==> config.mk <==
export PLATFORM = sky130hd
export DESIGN_NAME = mng_queue
export DESIGN_NICKNAME = d
export VERILOG_FILES = /design/src/mng_pkg.sv /design/src/mng_queue.sv
export SDC_FILE = /design/constraint.sdc
export NUM_CORES = 1
export LEC_CHECK = 0
export BUFFER_PORTS_ARGS = -buffer_cell sky130_fd_sc_hd__buf_2
export CORE_ASPECT_RATIO = 1.5
export CORE_MARGIN = 1
export CORE_UTILIZATION = 45
export DETAILED_ROUTE_END_ITERATION = 7
export GPL_TIMING_DRIVEN = 0
export PLACE_DENSITY = 0.63
export SYNTH_ARGS = -nofsm -noshare
export SYNTH_HDL_FRONTEND = slang
export SYNTH_SLANG_ARGS = --single-unit
==> constraint.sdc <==
create_clock -name i_clk -period 4.3 [get_ports i_clk]
set_input_delay 0.43 -clock i_clk [delete_from_list [all_inputs] [get_ports i_clk]]
set_output_delay 0.43 -clock i_clk [all_outputs]
set_load 0.05 [all_outputs]
==> src/mng_pkg.sv <==
`timescale 1ns / 1ps
// ----------------------------------------------------------------------------
// mng_pkg
// Types, codes and widths shared by the mesh normal generator modules.
// ----------------------------------------------------------------------------
package mng_pkg;

    localparam int DEF_MAX_VERTICES = 4096;
    localparam int DEF_MAX_FACES    = 65536;

    localparam int IDX_W   = 12;
    localparam int POS_W   = 20;
    localparam int EDGE_W  = 21;
    localparam int PROD_W  = 42;
    localparam int VEC_W   = 44;
    localparam int ACC_W   = 24;
    localparam int NORM_W  = 16;
    localparam int ITEM_W  = 16;
    localparam int MAG_W   = 30;
    localparam int SUM_W   = 62;
    localparam int ROOT_W  = 31;
    localparam int REM_W   = 35;
    localparam int DIV_W   = 32;
    localparam int NUM_W   = 46;
    localparam int QUO_W   = 16;

    localparam int QUEUE_DEPTH = 4;

    localparam logic [QUO_W-1:0] UNIT_ONE = 16'd16384;

    localparam logic KIND_FACE   = 1'b0;
    localparam logic KIND_VERTEX = 1'b1;
    localparam logic MODE_VERTEX = 1'b0;
    localparam logic MODE_FACE   = 1'b1;

    typedef enum logic [1:0] {
        CMD_CLEAR = 2'd0,
        CMD_WRITE = 2'd1,
        CMD_FACE  = 2'd2,
        CMD_READ  = 2'd3
    } t_cmd;

    typedef struct packed {
        t_cmd                         cmd;
        logic [IDX_W-1:0]             idx;
        logic                         idx_ok;
        logic [POS_W-1:0]             pos_x;
        logic [POS_W-1:0]             pos_y;
        logic [POS_W-1:0]             pos_z;
        logic [2:0][IDX_W-1:0]        corner;
        logic [2:0]                   corner_ok;
    } t_entry;

    typedef struct packed {
        logic                         kind;
        logic [ITEM_W-1:0]            item;
        logic [2:0][NORM_W-1:0]       norm;
        logic                         deg;
    } t_result;

    typedef struct packed {
        logic                         done;
        logic                         deg;
        logic [2:0][NORM_W-1:0]       u;
    } t_unit_res;

    typedef enum logic [3:0] {
        B_CLR, B_IDLE, B_WRITE, B_PRD, B_EDGE, B_MUL, B_UGO, B_UNIT,
        B_OUT, B_ARD, B_AWR, B_RRD, B_RCAP
    } t_bstate;

    typedef enum logic [2:0] {
        U_IDLE, U_SHIFT, U_SQ, U_SQRT, U_DSET, U_DIV
    } t_ustate;

endpackage

==> src/mng_queue.sv <==
`timescale 1ns / 1ps
// ----------------------------------------------------------------------------
// mng_queue
// Short command queue between the input side and the sequencer.
// ----------------------------------------------------------------------------
module mng_queue import mng_pkg::*; (
    input  logic   i_clk,
    input  logic   i_rst_n,
    input  logic   i_push,
    input  t_entry i_entry,
    output logic   o_full,
    input  logic   i_pop,
    output t_entry o_entry,
    output logic   o_empty
);
    localparam int PW = $clog2(QUEUE_DEPTH);

    t_entry        r_mem [QUEUE_DEPTH];
    logic [PW-1:0] r_wp;
    logic [PW-1:0] r_rp;
    logic [PW:0]   r_cnt;

    assign o_full  = r_cnt == (PW+1)'(QUEUE_DEPTH);
    assign o_empty = r_cnt == '0;
    assign o_entry = r_mem[r_rp];

    always_ff @(posedge i_clk) begin
        if (i_push) begin
            r_mem[r_wp] <= i_entry;
        end
    end

    always_ff @(posedge i_clk) begin
        if (!i_rst_n) begin
            r_wp  <= '0;
            r_rp  <= '0;
            r_cnt <= '0;
        end else begin
            if (i_push) begin
                r_wp <= r_wp + 1'b1;
            end
            if (i_pop) begin
                r_rp <= r_rp + 1'b1;
            end
            if (i_push && !i_pop) begin
                r_cnt <= r_cnt + 1'b1;
            end else if (!i_push && i_pop) begin
                r_cnt <= r_cnt - 1'b1;
            end
        end
    end
endmodule

## Yosys cells after proc, flatten, opt, wreduce, memory -nomap -nowiden

Memory sizes are Yosys's and may differ from the RTL's. A register that Yosys moved wholly into a read port is not among the register bits.
Index checks and enable logic that the tools add are counted.

- Bits in registers: 7
- RAM bits: 456
- Bits of input ports: 118
- Output and inout bits: 116
- Logic and storage cells: 21
- Memories kept: 1

Memory list:

| memory | depth | width | read ports | clocked after memory_dff | write ports | RTL line | source |
|---|---|---|---|---|---|---|---|
| r_mem | 4 | 114 | 1 | 1 | 1 | mng_queue.sv:18 | `t_entry r_mem [QUEUE_DEPTH];` |

- $add $sub $neg: 4
- Equal/unequal tests: 1
- Multiplexer cells: 6
- Reduce and logical (&&, ||, !) cells: 6

Operators by type and width:

| operator | number |
|---|---|
| 3-bit two-way mux | 2 |
| 2-bit by 1-bit adder with 2-bit output (second input constant) | 2 |
| 2-bit two-way mux | 2 |
| 3-bit by 1-bit adder with 3-bit output (second input constant) | 1 |
| 3-bit == test (second input constant) | 1 |
| 3-bit logical NOT | 1 |
| 3-bit by 1-bit subtractor with 3-bit output (second input constant) | 1 |
| 1-bit logical AND | 2 |
| 1-bit logical NOT | 2 |
| 1-bit two-way mux | 2 |
| 2-bit nonzero test | 1 |

## Logic depth before layout (Yosys ltp)

Gate-level depths: netlist of run 1.

- Word-level depth: 4
- Depth in mapped cells: 7
- Depth with buffers taken out: 7

## Worst setup path before layout of run 1

No wires, ideal clock.

- Path kind: flip-flop to flip-flop
- Start: register r_wp[0]
- End: memory r_mem[0][0] (netlist bit) (enable)
- Setup time: 0.486 ns
- Arrival: 3.165 ns
- Data required time: 3.814 ns
- Path slack: 0.649 ns
- Cell stages (with the launch flop): 4
- Buffers on the path: 0
- Period minus slack after synthesis: 3.651 ns
- Path through: dfxtp_1 > inv_1 > ha_1 > and2_1

RTL lines:

| what | RTL line | source |
|---|---|---|
| start: declaration | mng_queue.sv:19 | `logic [PW-1:0] r_wp;` |
| start signal: assignment | mng_queue.sv:40 | `r_wp <= r_wp + 1'b1;` |
| end: declaration | mng_queue.sv:18 |  |

Straight into the memory's write port.

==> results of run 1 <==
[metal layers]
| layer | track usage [%] | part of all wire (%) | vias to the layer above |
|---|---|---|---|
| li1 | - | - | 3334 |
| met1 | 19.9 | 40 | 3934 |
| met2 | 29.1 | 52 | 207 |
| met3 | 4.05 | 5.8 | 51 |
| met4 | 5.08 | 2.1 | 4 |
| met5 | 0 | 0.071 | - |
[critical path: stages, from the launching register on]
cell,delay [ns]
dfxtp_1,0.30
buf_2,0.20
buf_2,0.32
buf_2,0.34
mux4_2,0.36
buf_2,0.23
[metrics by stage]
stage / hold slack [ns] / instances
floorplan: 0.472 / 639
global placement: 0.487 / 1356
detailed placement: 0.508 / 1364
CTS: 0.0641 / 1442
global route: 0.0750 / 1442
finish: 0.101 / 1443
[worst paths after layout]
kind	start	end	slack, ns
worst min-delay path	i_entry[24]	r_mem[0][24]$_DFFE_PP_	0.10
worst max-delay path	flop	o_entry[56]	1.57
worst max register to register	r_wp[0]$_SDFFE_PN0P_	r_mem[2][52]$_DFFE_PP_	2.19
worst min register to register	r_cnt[2]$_SDFFE_PN0P_	r_cnt[2]$_SDFFE_PN0P_	0.51
[final cells by class]
class	count	area share, %
timing repair buffer	241	6.78
inverter	4	0.0742
clock inverter	17	0.637
clock buffer	61	6.01
sequential	465	68.5
antenna	1	0.0124
multi-input combinational	144	14.0
tap	484	2.99
buffer	26	0.989
[state kept, by name, summed over array words and instances, names as in the netlist, named ones only]
signal	cells
r_rp	2
r_wp	2
r_cnt	3
r_mem	456
[cell families after synthesis]
group	Yosys count
compound gates	2
xor+xnor	5
fa+ha+maj	6
buf+inv	30
flops	465
mux	116
simple gates	15
[report_power, final]
| group | total, mW | internal (mW) | leakage, nW | switching (mW) |
|---|---|---|---|---|
| Clock | 3.61 | 2.09 | 0.658 | 1.53 |
| Combinational | 1.50 | 0.461 | 1.89 | 1.04 |
| Sequential | 5.25 | 5.21 | 4.26 | 0.0465 |
[layout by cell type, fill, tap and decap left out, drive strengths merged]
| cell | n |
|---|---|
| mux2i | 2 |
| nor2b | 2 |
| nor3b | 1 |
| a21boi | 1 |
| o21ai | 1 |
| diode | 1 |
| bufinv | 2 |
| xnor2 | 2 |
| clkbuf | 66 |
| xor2 | 3 |
| and2 | 9 |
| inv | 4 |
| clkinv | 14 |
| dfxtp | 9 |
| fa | 1 |
| clkinvlp | 1 |
| nor3 | 1 |
| buf | 262 |
| mux4 | 114 |
| nand2 | 1 |
| ha | 5 |
| or3 | 1 |
| edfxtp | 456 |
==> impl_metrics.tcl, run 1 <==
set metrics [dict create \
    status "finished clean" \
    fin_area_um2 20200 \
    nFillCells 2799 \
    syn_nets 763 \
    drt_iter0_markers 593 \
    max_freq_ghz 0.366 \
    synth.cell_area_um2 16900 \
    ys.flop_type "edfxtp_1" \
    tritoncts "done" \
    synth_most_common_cell "edfxtp_1" \
    synth_top_area_share_pct 81.0 \
    drt-total-wl_mm 31.0 \
    multi_input_area_um2 2830 \
    ys_types 21 \
    synth_compound_area_share_pct 0.0740 \
    timing.final.ws_setup_ns 1.57 \
    tns_ns 0 \
    synth_edf_count 456 \
    ys_warn_count 0 \
    clkSlewWorstSetupHoldPaths_ns 0.06 \
    p_per_area_nw_per_um2 512 \
    area_delta_synth_final_pct 19.7 \
    critical_path_class "reg -> out" \
    finalSetupViolCount 0 \
    place_area_um2 18900 \
    grt_max_degree 55 \
    grt_first_pass_wirelength_mm 47.1 \
    rsz0062_at_grt "false" \
    io_buffers 233 \
    grt.overflow.total 0 \
    hp-class "in -> reg" \
    tightest_slew_ns 0.798 \
    synth_mux_area_share_pct 15.3 \
    final_util_pct 54.8 \
    p_leak_nw 6.81 \
    die-area_um2 38400 \
    max_slew_margin_pct 46.8 \
    yosysTopAreaCell "edfxtp_1" \
    row_count 86 \
    cts_hold_buf 0 \
    synth-simple-area-share_pct 0.540 \
    antenna_found_initial 3 \
    required_ns 3.87 \
    fin_nets 1049 \
    synth_adder_area_share_pct 0.488 \
    dp_hpwl_mm 19.1 \
    vias_per_cell 5.22 \
    ant_nets 0 \
    r2r_cells 5 \
    gp_congestion 0.672 \
    dp_slack_ns 2.05 \
    htreeDepth 2 \
    peakVddDrop_uv 344 \
    firstDrtPassIters 5 \
    grt.total_usage_pct 16.5 \
    clockBufferDepth 3 \
    final_max_slew_viol_count 0 \
    grt_pass1_vias 8075 \
    worstPathMaxFanout 10 \
    drc_errors 0 \
    start_util_pct 45.8 \
    ys_ff_latch 465 \
    synthTopCellsByArea "edfxtp_1, mux4_2, dfxtp_1, buf_8, buf_2" \
    clock-sinks 465 \
    avgRoutedWirePerCell_um 21.5 \
    ioPinCount 234 \
    syn_avg_cell_area_um2 26.5 \
    arrival_ns 2.30 \
    synth_common_cells "edfxtp_1, mux4_2, buf_2, and2_1, dfxtp_1" \
    drive_above_1_share_pct 45.7 \
    cts_buffers 43 \
    fin_crit_sh_pct 63.5 \
    cts.repair.resized 0 \
    worstSkewPairLatency_ns 0.54 \
    worst_clock_skew_ns 0.00975 \
    ys_seq_area_share_pct 82.1 \
    cts_root_buffer "clkbuf_16" \
    vias 7530 \
    regArea_um2 13900 \
    synth_xor_area_share_pct 0.259 \
    postSynth.asyncResetShare_pct 0 \
    cp-start-kind "flop" \
    max-cap-violations 0 \
    post_cts_buffers 0 \
    die_h_um 239 \
    p_total_mw 10.4 \
    holdPathStages 1 \
    cp-end-kind "primary output" \
    min_period_ns 2.73 \
    synth_top_family_by_area "multiplexers" \
    fp.coreArea_um2 36900 \
    synthCells 639 \
    die_w_um 160 \
    hold_viol 0 \
]
No activity file was read; power rests on OpenSTA's default activity.
==> inputs of run 2 (changes only) <==
==> constraint.sdc (replaced) <==
create_clock -name i_clk -period 2.8 [get_ports i_clk]
set_input_delay 0.28 -clock i_clk [delete_from_list [all_inputs] [get_ports i_clk]]
set_output_delay 0.28 -clock i_clk [all_outputs]
set_load 0.05 [all_outputs]
==> run 2 against run 1 <==
Compared with the run above: first-iteration DRC count shrank 20%; clock power grew 63%; combinational power grew 63%; routed wire length grew 3.4%; largest power group unchanged; sequential power grew 54%; highest routed layer is now met4; total power grew 58%; via count grew 6.4%; setup slack lost 1.4 ns; critical path type unchanged; final area grew 6.2%; critical path depth is the same.
==> impl_metrics.tcl, run 2 (synthesized netlist as in run 1, its figures left out) <==
set metrics [dict create \
    layout_common_cells "edfxtp_1, buf_2, mux4_2, dlygate4sd3_1, clkbuf_16" \
    tritoncts "done" \
    max_slew_margin_pct 49.7 \
    multi_input_area_um2 2830 \
    drt_iter0_markers 474 \
    top_register "r_mem" \
    required_ns 2.52 \
    p_clk_share_pct 35.8 \
    grt.total_usage_pct 17.1 \
    row_count 86 \
    fin_nets 1165 \
    area_delta_synth_final_pct 27.1 \
    ioPinCount 234 \
    swShare_pct 25.3 \
    combPwrFrac_pct 14.9 \
    p_leak_nw 7.35 \
    sequentialPowerShare_pct 49.3 \
    clockBufferDepth 3 \
    placed_cells 1364 \
    tightest_slew_ns 0.755 \
    rsz0062_at_grt "false" \
    finalSetupViolCount 0 \
    final_util_pct 58.2 \
    die_h_um 239 \
    vias 8012 \
    dp_hpwl_mm 19.3 \
    final_max_slew_viol_count 0 \
    diodes 0 \
    grt_pass1_vias 8656 \
    cts_root_buffer "clkbuf_16" \
    largestRegisters "r_mem: 456 flops, r_cnt: 3 flops" \
    antenna_found_initial 0 \
    fp.coreArea_um2 36900 \
    worstSkewPairLatency_ns 0.55 \
    p_per_area_nw_per_um2 762 \
    ant_nets 0 \
    cp-start-kind "flop" \
    clock-sinks 465 \
    peakVddDrop_uv 526 \
    final_cells 1559 \
    grt.overflow.total 0 \
    grt_max_degree 56 \
    worstPathMaxFanout 10 \
    avgRoutedWirePerCell_um 20.6 \
    min_period_ns 2.61 \
    max_freq_ghz 0.384 \
    fin_crit_sh_pct 93.1 \
    holdWs_ns 0.0376 \
    hp-class "in -> reg" \
    vias_per_cell 5.14 \
    clkSlewWorstSetupHoldPaths_ns 0.06 \
    status "finished clean" \
    max-cap-violations 0 \
    cts_buffers 45 \
    cp-end-kind "primary output" \
    hold_viol 0 \
    arrival_ns 2.33 \
    drc_errors 0 \
    drive_above_1_share_pct 41.4 \
    die-area_um2 38400 \
    start_util_pct 45.8 \
    nFillCells 2729 \
    critical_path_class "reg -> out" \
    cellInternalPower_mw 12.2 \
    largest_reg_flops 456 \
    worst_clock_skew_ns 0.00902 \
    switchingPower_mw 4.14 \
    io_buffers 233 \
    firstDrtPassIters 4 \
    drt-total-wl_mm 32.0 \
    htreeDepth 2 \
    gp_congestion 0.684 \
    die_w_um 160 \
    layout_commonest_cell "edfxtp_1" \
    p_total_mw 16.4 \
    post_cts_buffers 0 \
    regArea_um2 13900 \
    grt_first_pass_wirelength_mm 49.4 \
]
-- run 2: cell type report --
class                           instances  area share, %
Tap cell                              484           2.82
Sequential cell                       465           64.6
Timing Repair Buffer                  355           11.8
Inverter                                4         0.0699
Clock inverter                         25           1.05
Clock buffer                           56           5.63
Multi-Input combinational cell        144           13.2
Buffer                                 26          0.932
-- run 2: path summary, 6_finish.rpt --
kind / depth (start not counted) / to / from / slack [ns]
worst max-delay path: 5 / o_entry[44] / flop / 0.19
worst min register to register: 2 / r_cnt[2]$_SDFFE_PN0P_ / r_cnt[2]$_SDFFE_PN0P_ / 0.52
worst min-delay path: 2 / r_rp[0]$_SDFFE_PN0P_ / i_rst_n / 0.04
worst max register to register: 4 / r_mem[0][65]$_DFFE_PP_ / r_wp[0]$_SDFFE_PN0P_ / 1.02
-- run 2: metal layers --
layer  up-vias  global-route usage [%]  share of wire, %
li1       3563                       -                 -
met1      4180                    20.6                39
met2       223                    30.5                53
met3        46                    3.84               5.6
met4         0                    5.43               2.2
met5         -                       0                 0
-- run 2: per-stage QoR --
stage	cell area (um^2)	worst slack [ns]	setup TNS, ns
after floorplan	16900	0.414	0
after global placement	18700	-0.786	-348.08
after detailed placement	18900	0.711	0
after CTS	21500	0.0945	0
after global routing	21500	0.0331	0
final	21500	0.194	0
-- run 2: timing repair --
item | CTS | global route
gates resized for setup | 0 | 0
hold buffers | 114 | 0
hold endpoints to repair | 456 | 0
endpoints found under the setup margin | 0 | 0
-- run 2: power by group through the flow --
stage | Clock (mW) | Sequential [mW] | Combinational, mW
2_1_floorplan | 0 | 8.21 | 1.70
3_3_place_gp | 0 | 8.23 | 2.30
4_1_cts | 6.01 | 8.07 | 2.49
3_5_place_dp | 0 | 8.22 | 2.36
5_1_grt | 6.24 | 8.09 | 2.58
6_report | 5.87 | 8.07 | 2.44
-- run 2: worst max-delay path, stage by stage (launching register included) --
cell,delay (ns)
dfxtp_1,0.32
buf_2,0.20
buf_2,0.31
buf_2,0.35
mux4_2,0.35
buf_2,0.23
==> inputs of run 3 (changes only) <==
==> config.mk (replaced) <==
export PLATFORM = sky130hd
export DESIGN_NAME = mng_queue
export DESIGN_NICKNAME = d
export VERILOG_FILES = /design/src/mng_pkg.sv /design/src/mng_queue.sv
export SDC_FILE = /design/constraint.sdc
export NUM_CORES = 1
export LEC_CHECK = 0
export CORE_ASPECT_RATIO = 1.5
export CORE_MARGIN = 2
export CORE_UTILIZATION = 45
export DETAILED_ROUTE_END_ITERATION = 7
export DONT_BUFFER_PORTS = 1
export GPL_TIMING_DRIVEN = 0
export HOLD_SLACK_MARGIN = 0.08
export PLACE_DENSITY = 0.58
export SYNTH_ARGS = -nofsm -noshare
export SYNTH_HDL_FRONTEND = slang
export SYNTH_SLANG_ARGS = --single-unit
==> run 3 against run 2 <==
Compared with the run above: setup slack better by 0.028 ns; die area increased by 2.1%; sequential power about the same; maximum frequency rose by 1.1%; non-clock buffer count is 230 lower; sequential share of layout area rose by 3.6 points; clock power is essentially flat; worst hold slack better by 0.14 ns; routed wire length is 1.2% lower; final area fell by 5.3%; cell count is 15% lower; clock skew grew 0.015 ns; highest routed layer is now met5.
==> impl_metrics.tcl, run 3 (synthesized netlist as in run 1, its figures left out) <==
set metrics [dict create \
    hp-class "in -> reg" \
    drive_above_1_share_pct 25.5 \
    r2r_cells 4 \
    post_cts_buffers 0 \
    switchingPower_mw 4.03 \
    rr_endpoint "r_mem[0][70]$_DFFE_PP_" \
    cellInternalPower_mw 12.1 \
    worstSkewPairLatency_ns 0.54 \
    max-cap-violations 0 \
    drc_errors 0 \
    p_per_area_nw_per_um2 792 \
    drt_iter0_markers 464 \
    start_util_pct 45.3 \
    critical_path_class "reg -> out" \
    die_h_um 241 \
    tightest_slew_ns 0.882 \
    sequentialPowerShare_pct 50.1 \
    max_slew_margin_pct 41.0 \
    cp-start-kind "flop" \
    worst_clock_skew_ns 0.0237 \
    arrival_ns 2.30 \
    row_count 87 \
    die-area_um2 39200 \
    firstDrtPassIters 4 \
    layout_commonest_cell "edfxtp_1" \
    multi_input_area_um2 2840 \
    nFillCells 2790 \
    hold_viol 0 \
    vias_per_cell 5.36 \
    fp.coreArea_um2 37300 \
    fin_nets 932 \
    clkSlewWorstSetupHoldPaths_ns 0.07 \
    io_buffers 0 \
    worstPathMaxFanout 10 \
    cts_buffers 42 \
    ant_nets 0 \
    top_register "r_mem" \
    rsz0062_at_grt "false" \
    status "finished clean" \
    htreeDepth 2 \
    avgRoutedWirePerCell_um 23.8 \
    layout_common_cells "edfxtp_1, dlygate4sd3_1, mux4_2, clkbuf_16, buf_2" \
    min_period_ns 2.58 \
    p_leak_nw 6.43 \
    ioPinCount 234 \
    drt-total-wl_mm 31.6 \
    clock-sinks 465 \
    regArea_um2 13900 \
    holdWs_ns 0.173 \
    setup.worst_path.end "o_entry[48]" \
    grt.overflow.total 0 \
    p_clk_share_pct 36.4 \
    tritoncts "done" \
    grt.total_usage_pct 16.2 \
    required_ns 2.52 \
    r2r_slack_ns 0.96 \
    gp_congestion 0.694 \
    grt_pass1_vias 7966 \
    largestRegisters "r_mem: 456 flops, r_cnt: 3 flops" \
    area_delta_synth_final_pct 20.4 \
    dp_hpwl_mm 19.9 \
    clockBufferDepth 3 \
    vias 7125 \
    antenna_found_initial 3 \
    swShare_pct 25.0 \
    die_w_um 162 \
    fin_crit_sh_pct 92.1 \
    dp_slack_ns 0.696 \
    cts_root_buffer "clkbuf_16" \
    cts.repair.resized 0 \
    r2r-start "r_wp[0]$_SDFFE_PN0P_" \
    peakVddDrop_uv 588 \
    max_freq_ghz 0.388 \
    finalSetupViolCount 0 \
    grt_max_degree 55 \
    largest_reg_flops 456 \
    cts_hold_buf 117 \
    cp-end-kind "primary output" \
    final_max_slew_viol_count 0 \
    grt_first_pass_wirelength_mm 47.0 \
    timing.final.ws_setup_ns 0.222 \
    combPwrFrac_pct 13.6 \
    p_total_mw 16.1 \
]
## run 3: area by class of cell
class | instances | share of cell area, %
Tap cell | 489 | 3.01
Clock buffer | 49 | 5.61
Multi-Input combinational cell | 144 | 13.9
Buffer | 26 | 0.984
Antenna cell | 1 | 0.0123
Sequential cell | 465 | 68.2
Timing Repair Buffer | 125 | 6.76
Inverter | 4 | 0.0738
Clock inverter | 26 | 1.44
## run 3: power groups by stage
stage	clock network [mW]	registers, mW	logic (mW)
after floorplan	0	8.21	1.70
after global placement	0	8.23	1.96
after detailed placement	0	8.23	2.03
after CTS	6.02	8.08	2.23
after global routing	6.24	8.09	2.29
final	5.86	8.07	2.18
## run 3: through the flow
step	cell area, um^2	utilization, %	TNS, ns	instances
6_report	20400	54.5	0	1329
5_1_grt	20400	54.5	0	1329
4_1_cts	20300	54.5	0	1328
3_5_place_dp	17700	47.5	0	1136
3_3_place_gp	17500	46.9	-264.98	1128
2_1_floorplan	16900	-	0	639
## run 3: worst min path at each step
stage                  from                       to  cells past startpoint
3_5_place_dp    i_entry[89]   r_mem[2][89]$_DFFE_PP_                      0
5_1_grt              i_push    r_cnt[1]$_SDFFE_PN0P_                      3
3_3_place_gp   i_entry[107]  r_mem[3][107]$_DFFE_PP_                      0
6_report             i_push    r_cnt[1]$_SDFFE_PN0P_                      3
2_1_floorplan    i_entry[0]    r_mem[0][0]$_DFFE_PP_                      0
4_1_cts              i_push    r_cnt[1]$_SDFFE_PN0P_                      3
## run 3: metal layers
layer / vias up / global-route usage (%) / wire (um)
met1: 3759 / 16.8 / 11000
li1: 3095 / - / -
met5: - / 0 / 28
met2: 210 / 31.7 / 18000
met3: 57 / 4.01 / 1800
met4: 4 / 5.47 / 827
## run 3: critical path: stages, from the launching register on
cell,delay (ns)
dfxtp_1,0.30
buf_2,0.22
buf_2,0.34
buf_2,0.36
mux4_2,0.54
